--- config.mk ---
export PLATFORM = sky130hd
export DESIGN_NAME = tkip_michael_mic_engine
export DESIGN_NICKNAME = d
export VERILOG_FILES = /design/src/rtl/tmic_pkg.sv /design/src/rtl/tkip_michael_mic_engine.sv /design/src/rtl/tmic_front.sv /design/src/rtl/tmic_queue.sv /design/src/rtl/tmic_back.sv
export VERILOG_INCLUDE_DIRS = /design/src /design/src/rtl
export SDC_FILE = /design/constraint.sdc
export NUM_CORES = 2
export LEC_CHECK = 0
export BUFFER_PORTS_ARGS = -buffer_cell sky130_fd_sc_hd__buf_2
export CORE_MARGIN = 2
export CORE_UTILIZATION = 55
export DETAILED_ROUTE_END_ITERATION = 6
export PLACE_DENSITY_LB_ADDON = 0.25
export SYNTH_ARGS = -nofsm -noshare
export SYNTH_HDL_FRONTEND = slang
export SYNTH_SLANG_ARGS = --single-unit
--- constraint.sdc ---
create_clock -name clk -period 6.81 [get_ports clk]
set_input_delay 0 -clock clk [delete_from_list [all_inputs] [get_ports clk]]
set_output_delay 0 -clock clk [all_outputs]
set_load 0.1 [all_outputs]
--- src/rtl/tkip_michael_mic_engine_defines.svh ---
// Assertion macros shared by the Michael MIC engine RTL.
// Each macro expects clk and arst_n in the scope where it is used.
`ifndef TKIP_MICHAEL_MIC_ENGINE_DEFINES_SVH
`define TKIP_MICHAEL_MIC_ENGINE_DEFINES_SVH

`ifndef SYNTHESIS
`define TMIC_ASSERT(lbl, prop) \
	lbl: assert property (@(posedge clk) disable iff (!arst_n) (prop)) \
		else $error("tmic: assertion failed");
`define TMIC_ASSERT_NEXT(lbl, pre, post) \
	lbl: assert property (@(posedge clk) disable iff (!arst_n) (pre) |=> (post)) \
		else $error("tmic: assertion failed");
`else
`define TMIC_ASSERT(lbl, prop)
`define TMIC_ASSERT_NEXT(lbl, pre, post)
`endif

`endif

--- src/rtl/tmic_pkg.sv ---
package tmic_pkg;

	localparam int QUEUE_DEPTH = 4;

	localparam int IN_DATA_W  = 272;
	localparam int IN_USER_W  = 2;
	localparam int OUT_DATA_W = 64;
	localparam int KEY_W      = 64;

	localparam logic [7:0] PAD_BYTE = 8'h5a;

	typedef enum logic [1:0] {
		CMD_START  = 2'd0,
		CMD_DATA   = 2'd1,
		CMD_FINISH = 2'd2
	} cmd_t;

	typedef enum logic {
		REG_TX_KEY = 1'b0,
		REG_RX_KEY = 1'b1
	} reg_idx_t;

	typedef enum logic [1:0] {
		OP_START  = 2'd0,
		OP_WORD   = 2'd1,
		OP_FINISH = 2'd2
	} op_kind_t;

	// One queued job for the Michael back end.
	// START: seed from key, then run words[0..3].
	// WORD: run words[0].
	// FINISH: run words[0] and words[1], then compare against peer.
	typedef struct packed {
		op_kind_t         kind;
		logic             verify;
		logic [63:0]      key;
		logic [63:0]      peer;
		logic [3:0][31:0] words;
	} op_t;

endpackage

--- src/rtl/tkip_michael_mic_engine.sv ---
// Channel   Dir  Width     Contents
// s_*       in   272 + 2   header / payload byte / finish command
// m_*       out  64 + 1    MIC and mismatch flag
// cfg_*     in   1 + 64    transmit and receive Michael keys
//
// Payload bytes are taken one per cycle while the queue has room; every
// fourth byte queues one Michael block, which the back end runs as a load
// plus two half-block steps, two 32-bit adds each.
// A start runs four words and a finish two words; the front keeps
// accepting until the op queue (QueueDepth entries) is full.
// Reset clears keys, Michael state, byte gather and the queue at once.
// m_tready low holds the result in the output register; a later finish waits
// in the back end at delivery and the queue backs up into s_tready.
module tkip_michael_mic_engine #(
	parameter int QueueDepth = tmic_pkg::QUEUE_DEPTH
) (
	input  logic                            clk,
	input  logic                            arst_n,
	input  logic                            cfg_we,
	input  logic                            cfg_index,
	input  logic [tmic_pkg::KEY_W-1:0]      cfg_wdata,
	input  logic                            s_tvalid,
	output logic                            s_tready,
	// addr_one, addr_two, addr_three, addr_four, to_ds, from_ds, qos_data,
	// tid, check_mode, payload_byte, peer_mic
	input  logic [tmic_pkg::IN_DATA_W-1:0]  s_tdata,
	// cmd
	input  logic [tmic_pkg::IN_USER_W-1:0]  s_tuser,
	output logic                            m_tvalid,
	input  logic                            m_tready,
	// mic_value
	output logic [tmic_pkg::OUT_DATA_W-1:0] m_tdata,
	// mic_mismatch
	output logic [0:0]                      m_tuser
);

	logic          push, pop, full, empty;
	tmic_pkg::op_t push_op, head;

	tmic_front u_front (
		.clk       (clk),
		.arst_n    (arst_n),
		.cfg_we    (cfg_we),
		.cfg_index (cfg_index),
		.cfg_wdata (cfg_wdata),
		.s_tvalid  (s_tvalid),
		.s_tready  (s_tready),
		.s_tdata   (s_tdata),
		.s_tuser   (s_tuser),
		.full      (full),
		.push      (push),
		.push_op   (push_op)
	);

	tmic_queue #(
		.Depth (QueueDepth)
	) u_queue (
		.clk     (clk),
		.arst_n  (arst_n),
		.push    (push),
		.push_op (push_op),
		.full    (full),
		.pop     (pop),
		.head    (head),
		.empty   (empty)
	);

	tmic_back u_back (
		.clk      (clk),
		.arst_n   (arst_n),
		.head     (head),
		.empty    (empty),
		.pop      (pop),
		.m_tvalid (m_tvalid),
		.m_tready (m_tready),
		.m_tdata  (m_tdata),
		.m_tuser  (m_tuser)
	);

endmodule

--- src/rtl/tmic_front.sv ---
module tmic_front (
	input  logic                             clk,
	input  logic                             arst_n,
	input  logic                             cfg_we,
	input  logic                             cfg_index,
	input  logic [tmic_pkg::KEY_W-1:0]       cfg_wdata,
	input  logic                             s_tvalid,
	output logic                             s_tready,
	input  logic [tmic_pkg::IN_DATA_W-1:0]   s_tdata,
	input  logic [tmic_pkg::IN_USER_W-1:0]   s_tuser,
	input  logic                             full,
	output logic                             push,
	output tmic_pkg::op_t                    push_op
);

	logic [63:0] tx_key_q;
	logic [63:0] rx_key_q;
	logic [23:0] gather_q;
	logic [1:0]  gcount_q;

	logic        accept;
	logic [47:0] a1, a2, a3, a4, da, sa;
	logic        to_ds, from_ds, qos, check;
	logic [3:0]  tid;
	logic [7:0]  pbyte;
	logic [63:0] peer;
	logic [31:0] byte_shift;
	logic [31:0] pad_word;
	tmic_pkg::cmd_t cmd;

	assign a1      = s_tdata[47:0];
	assign a2      = s_tdata[95:48];
	assign a3      = s_tdata[143:96];
	assign a4      = s_tdata[191:144];
	assign to_ds   = s_tdata[192];
	assign from_ds = s_tdata[193];
	assign qos     = s_tdata[194];
	assign tid     = s_tdata[198:195];
	assign check   = s_tdata[199];
	assign pbyte   = s_tdata[207:200];
	assign peer    = s_tdata[271:208];
	assign cmd     = tmic_pkg::cmd_t'(s_tuser);

	assign s_tready = !full;
	assign accept   = s_tvalid && s_tready;

	always_comb begin
		unique case ({from_ds, to_ds})
			2'b00: begin da = a1; sa = a2; end
			2'b01: begin da = a3; sa = a2; end
			2'b10: begin da = a1; sa = a3; end
			default: begin da = a3; sa = a4; end
		endcase
	end

	assign byte_shift = {24'h0, pbyte} << {gcount_q, 3'b000};
	// pending bytes above the count are always zero, so OR-ing in the pad is safe
	assign pad_word = {8'h00, gather_q} | ({24'h0, tmic_pkg::PAD_BYTE} << {gcount_q, 3'b000});

	always_comb begin
		push_op = '0;
		push    = 1'b0;
		unique case (cmd)
			tmic_pkg::CMD_START: begin
				push            = accept;
				push_op.kind    = tmic_pkg::OP_START;
				push_op.verify  = check;
				push_op.key     = check ? rx_key_q : tx_key_q;
				push_op.words[0] = da[31:0];
				push_op.words[1] = {sa[15:0], da[47:32]};
				push_op.words[2] = sa[47:16];
				push_op.words[3] = qos ? {28'h0, tid} : 32'h0;
			end
			tmic_pkg::CMD_DATA: begin
				push             = accept && (gcount_q == 2'd3);
				push_op.kind     = tmic_pkg::OP_WORD;
				push_op.words[0] = {pbyte, gather_q};
			end
			tmic_pkg::CMD_FINISH: begin
				push             = accept;
				push_op.kind     = tmic_pkg::OP_FINISH;
				push_op.peer     = peer;
				push_op.words[0] = pad_word;
			end
			default: begin
				push = 1'b0;
			end
		endcase
	end

	always_ff @(posedge clk or negedge arst_n) begin
		if (!arst_n) begin
			tx_key_q <= '0;
			rx_key_q <= '0;
			gather_q <= '0;
			gcount_q <= '0;
		end else begin
			if (cfg_we) begin
				unique case (tmic_pkg::reg_idx_t'(cfg_index))
					tmic_pkg::REG_TX_KEY: tx_key_q <= cfg_wdata;
					tmic_pkg::REG_RX_KEY: rx_key_q <= cfg_wdata;
					default: ;
				endcase
			end
			if (accept) begin
				case (cmd)
					tmic_pkg::CMD_START, tmic_pkg::CMD_FINISH: begin
						gather_q <= '0;
						gcount_q <= '0;
					end
					tmic_pkg::CMD_DATA: begin
						if (gcount_q == 2'd3) begin
							gather_q <= '0;
							gcount_q <= '0;
						end else begin
							gather_q <= gather_q | byte_shift[23:0];
							gcount_q <= gcount_q + 2'd1;
						end
					end
					default: ;
				endcase
			end
		end
	end

endmodule

--- src/rtl/tmic_queue.sv ---
`include "tkip_michael_mic_engine_defines.svh"

module tmic_queue #(
	parameter int Depth = tmic_pkg::QUEUE_DEPTH
) (
	input  logic          clk,
	input  logic          arst_n,
	input  logic          push,
	input  tmic_pkg::op_t push_op,
	output logic          full,
	input  logic          pop,
	output tmic_pkg::op_t head,
	output logic          empty
);

	localparam int IdxW = $clog2(Depth);
	localparam int CntW = $clog2(Depth + 1);

	tmic_pkg::op_t   mem_q [Depth];
	logic [IdxW-1:0] wr_ptr_q;
	logic [IdxW-1:0] rd_ptr_q;
	logic [CntW-1:0] count_q;

	assign full  = (count_q == CntW'(Depth));
	assign empty = (count_q == '0);
	assign head  = mem_q[rd_ptr_q];

	always_ff @(posedge clk) begin
		if (push) begin
			mem_q[wr_ptr_q] <= push_op;
		end
	end

	always_ff @(posedge clk or negedge arst_n) begin
		if (!arst_n) begin
			wr_ptr_q <= '0;
			rd_ptr_q <= '0;
			count_q  <= '0;
		end else begin
			if (push) begin
				wr_ptr_q <= (wr_ptr_q == IdxW'(Depth - 1)) ? '0 : wr_ptr_q + 1'b1;
			end
			if (pop) begin
				rd_ptr_q <= (rd_ptr_q == IdxW'(Depth - 1)) ? '0 : rd_ptr_q + 1'b1;
			end
			case ({push, pop})
				2'b10: count_q <= count_q + 1'b1;
				2'b01: count_q <= count_q - 1'b1;
				default: ;
			endcase
		end
	end

	`TMIC_ASSERT(a_no_overflow, !(push && full))
	`TMIC_ASSERT(a_no_underflow, !(pop && empty))
	`TMIC_ASSERT(a_count_bound, count_q <= CntW'(Depth))
	`TMIC_ASSERT_NEXT(a_push_not_empty, push && !pop, !empty)

endmodule

--- src/rtl/tmic_back.sv ---
module tmic_back (
	input  logic                            clk,
	input  logic                            arst_n,
	input  tmic_pkg::op_t                   head,
	input  logic                            empty,
	output logic                            pop,
	output logic                            m_tvalid,
	input  logic                            m_tready,
	output logic [tmic_pkg::OUT_DATA_W-1:0] m_tdata,
	output logic [0:0]                      m_tuser
);

	typedef enum logic [1:0] {
		ST_IDLE = 2'b01,
		ST_RUN  = 2'b10
	} back_st_t;

	back_st_t      st_q;
	tmic_pkg::op_t cur_q;
	logic [2:0]    step_q;
	logic [31:0]   l_q, r_q;
	logic          verify_q;
	logic          m_valid_q;
	logic [63:0]   m_data_q;
	logic          m_mis_q;

	logic [31:0] w, l1, r1, l2, r2, l3, r3, l4, r4, l5;
	logic [31:0] l_next, r_next;
	logic        last_half, deliver, out_free, fire;
	logic [63:0] mic;

	assign pop      = (st_q == ST_IDLE) && !empty;
	assign out_free = !m_valid_q || m_tready;
	assign deliver  = (cur_q.kind == tmic_pkg::OP_FINISH) && (step_q == 3'd4);
	assign fire     = (st_q == ST_RUN) && deliver && out_free;
	assign mic      = {r_q, l_q};

	always_comb begin
		case (cur_q.kind)
			tmic_pkg::OP_START:  last_half = (step_q == 3'd7);
			tmic_pkg::OP_WORD:   last_half = (step_q == 3'd1);
			tmic_pkg::OP_FINISH: last_half = (step_q == 3'd3);
			default:             last_half = 1'b1;
		endcase
	end

	// Michael block split in two halves, two adds each.
	assign w  = cur_q.words[step_q[2:1]];
	assign l1 = l_q ^ w;
	assign r1 = r_q ^ {l1[14:0], l1[31:15]};
	assign l2 = l1 + r1;
	assign r2 = r1 ^ {l2[23:16], l2[31:24], l2[7:0], l2[15:8]};
	assign l3 = l2 + r2;

	assign r3 = r_q ^ {l_q[28:0], l_q[31:29]};
	assign l4 = l_q + r3;
	assign r4 = r3 ^ {l4[1:0], l4[31:2]};
	assign l5 = l4 + r4;

	assign l_next = step_q[0] ? l5 : l3;
	assign r_next = step_q[0] ? r4 : r2;

	always_ff @(posedge clk or negedge arst_n) begin
		if (!arst_n) begin
			st_q      <= ST_IDLE;
			step_q    <= '0;
			l_q       <= '0;
			r_q       <= '0;
			verify_q  <= 1'b0;
			m_valid_q <= 1'b0;
		end else begin
			m_valid_q <= fire || (m_valid_q && !m_tready);
			unique case (st_q)
				ST_IDLE: begin
					if (!empty) begin
						st_q   <= ST_RUN;
						step_q <= '0;
						if (head.kind == tmic_pkg::OP_START) begin
							l_q      <= head.key[31:0];
							r_q      <= head.key[63:32];
							verify_q <= head.verify;
						end
					end
				end
				ST_RUN: begin
					if (deliver) begin
						if (out_free) begin
							st_q <= ST_IDLE;
						end
					end else begin
						l_q    <= l_next;
						r_q    <= r_next;
						step_q <= step_q + 3'd1;
						if (last_half && cur_q.kind != tmic_pkg::OP_FINISH) begin
							st_q <= ST_IDLE;
						end
					end
				end
				default: st_q <= ST_IDLE;
			endcase
		end
	end

	always_ff @(posedge clk) begin
		if (pop) begin
			cur_q <= head;
		end
		if (fire) begin
			m_data_q <= mic;
			m_mis_q  <= verify_q && (mic != cur_q.peer);
		end
	end

	assign m_tvalid = m_valid_q;
	assign m_tdata  = m_data_q;
	assign m_tuser  = m_mis_q;

endmodule
==> flow_summary.toml <==
[status]
status = "finished clean"

[grt]
overflow = 0
grt_max_degree = 109
grtUsageTotal_pct = 31.6
antenna_found_initial = 1
grt_pass1_vias = 39800
grt_pass1_wl_um = 267000

[route]
totalWireLength_um = 185000
wl_per_cell_um = 27.6
drtPass1Iterations = 7
final_antenna_net_count = 0
first_iter_violations = 4022
vias = 40200
via_per_inst = 6.00
drc = 0

[floorplanning]
die-area_um2 = 117000
die_w_um = 342
pin_count = 411
initial_core_util_pct = 55.2
coreArea_um2 = 114000
chipHeight_um = 342
core.rowCount = 124

[cells_and_area]
drive_gt1_share_pct = 23.5
final_common_cell = "edfxtp_1"
ff_latch_area_um2 = 40500
multi_input_area_um2 = 21400
final_nets = 5543
layout_common_cells = "edfxtp_1, buf_2, dlygate4sd3_1, nor2_1, mux4_2"
syn2layout_area_growth_pct = 20.9
fillers = 7784

[cts]
clk_path_buf_depth = 3
clk_pin_slew_ps = 70
cts_tree = "yes"
clockRootBuffer = "clkbuf_16"
htree_levels = 4
clkSinkCount = 1387
cts_buffers = 142
insertion_delay_ps = 780

[timing]
tightest_slew_ps = 1050
fmax_ghz = 0.151
finalHoldViolations = 0
finalSetupTns_ps = 0
clock_skew_ps = 35.2
slew_violations = 0
rsz0062_at_grt = "no"
period_needed_ps = 6630
fin_crit_sh_pct = 97.4
setup_viol = 0
slew_headroom_pct = 29.7

[synth]
synth_cells = 4145
synth_top_area_cell = "edfxtp_1"
synthSimpleGateAreaFrac_pct = 5.21
synthDistinctLibCells = 91
synth_seq_area_share_pct = 64.4
ys_ff_latch = 1387
synth_compound_area_share_pct = 6.81
synth_top_family_by_area = "multiplexers"
yosysWarningCount = 0
synth_fa_ha_area_share_pct = 2.92
synth_edf_count = 1155
synth_xor_area_share_pct = 4.98
synth_top_flop_cell = "edfxtp_1"
synthTopCellsByArea = "edfxtp_1, dfrtp_1, mux4_2"
synth_nets = 4633
netlist_area_um2 = 62900
syn_avg_cell_area_um2 = 15.2
async_flop_share_pct = 16.7
synthMuxAreaShare_pct = 13.9
synth.top_cell.area_share_pct = 55.1

[job]
drv_cap = 0

[worst_setup_path]
cp_max_fo = 11
slowest_delay_ps = 480
cp-start-kind = "flop"
path_class = "flop to flop"
crit_path_top_delay_cell = "dfrtp_2"
critPathMostFrequentCell = "buf_4"
critPathCaptureType = "flop"
critPathArrivalTime_ps = 7300
worstPathRequired_ps = 7470

[placement]
hpwl_um = 125000
port_buffers = 410
gp_congestion = 1.03

[worst_hold_path]
hold_path.class = "primary input to flop"
-- registers in the layout, summed over array words and instances (netlist names) --
register,count
u_back.cur_q,166
u_back.l_q,32
u_back.m_tdata,64
u_back.m_tuser,1
u_back.m_tvalid,1
u_back.r_q,32
u_back.st_q,2
u_back.step_q,3
u_back.verify_q,1
u_front.gather_q,24
u_front.gcount_q,2
u_front.rx_key_q,64
u_front.tx_key_q,64
u_queue.count_q,3
u_queue.mem_q,924
u_queue.rd_ptr_q,2
u_queue.wr_ptr_q,2
-- worst max-delay path, delay by kind of cell (launching register included) --
family,cells,cell delay [ps]
multiplexers,1,290
XOR/XNOR,5,1280
flip-flops,1,480
adder cells (fa/ha/maj),2,750
AO/OA/AOI/OAI,12,2660
AND/OR/NAND/NOR,2,170
buffers and inverters,5,900
-- path summary, 6_finish.rpt --
path | startpoint | to | slack (ps) | depth (start not counted)
max | u_back.step_q[1] | u_back.l_q[31] | 180 | 27
min reg2reg | u_front.tx_key_q[10] | u_front.tx_key_q[10] | 500 | 1
min in group asynchronous | arst_n | u_front.gather_q[11] | 460 | 4
max reg2reg | u_back.step_q[1] | u_back.l_q[31] | 180 | 27
min | s_tdata[5] | u_queue.mem_q[0][5] | 20 | 5
max in group asynchronous | arst_n | u_front.tx_key_q[16] | 5490 | 4
-- cell families after synthesis --
logic type,after synthesis
compound gates,678
fa+ha+maj,144
flops,1387
xor+xnor,347
buf+inv,303
mux,563
simple gates,723
-- metal layers --
metal	vias to the layer above	track usage, %	wire length (µm)
li1	17600	-	-
met1	20400	42.3	72400
met2	1836	52.7	91300
met3	316	4.72	13200
met4	0	12.3	7720
met5	-	0	0
-- synthesized netlist by cell type (5+ instances only) --
master / instances
nand2_1: 216
buf_1: 46
nor4_1: 13
buf_2: 7
dfrtp_1: 231
xnor3_1: 5
or3_1: 8
clkbuf_1: 139
a21oi_1: 191
a211oi_1: 66
a31oi_1: 16
ha_1: 139
fa_1: 5
nand4_1: 18
a21o_1: 54
and3_1: 20
a2111oi_0: 5
mux4_2: 234
a221oi_1: 9
xor2_1: 167
inv_1: 108
nor3_1: 20
nor2_1: 277
o21bai_1: 19
o21ai_1: 9
nand3_1: 21
mux2_2: 134
o21a_1: 25
a2bb2oi_1: 5
edfxtp_1: 1155
nor2b_1: 17
nand2b_1: 18
o211ai_1: 19
o221ai_1: 8
o31ai_1: 12
o21ai_0: 179
xnor2_1: 173
and2_1: 75
mux2i_1: 195
-- per-stage QoR --
stage / worst slack (ps) / cells / utilization, % / cell area, µm² / hold slack, ps
3_3_place_gp: 252 / 6042 / 59.3 / 67600 / 136
5_1_grt: 14.5 / 6685 / 66.8 / 76100 / 36.7
6_report: 178 / 6688 / 66.8 / 76100 / 23.4
3_5_place_dp: 73.9 / 6042 / 59.3 / 67600 / 157
4_1_cts: 36.3 / 6669 / 66.6 / 75800 / 0.442
2_1_floorplan: 244 / 4145 / - / 62900 / -296
-- area by class of cell --
type | instances | share of cell area [%]
sequential | 1387 | 53.2
multi-input combinational | 2455 | 28.2
timing repair buffer | 959 | 9.51
clock buffer | 195 | 5.11
tap | 1512 | 2.49
clock inverter | 67 | 0.926
inverter | 110 | 0.549
antenna | 3 | 0.00987
-- what timing repair did --
| item | CTS | global route |
|---|---|---|
| setup endpoints to repair | 0 | 11 |
| buffers inserted | 0 | 16 |
| gates resized for setup | 0 | 35 |
| endpoints found under the hold margin | 916 | 0 |
| hold buffers | 365 | 0 |
Power is not shown: default switching activity piles up to over one toggle a cycle in this logic, so the estimate is an artifact.
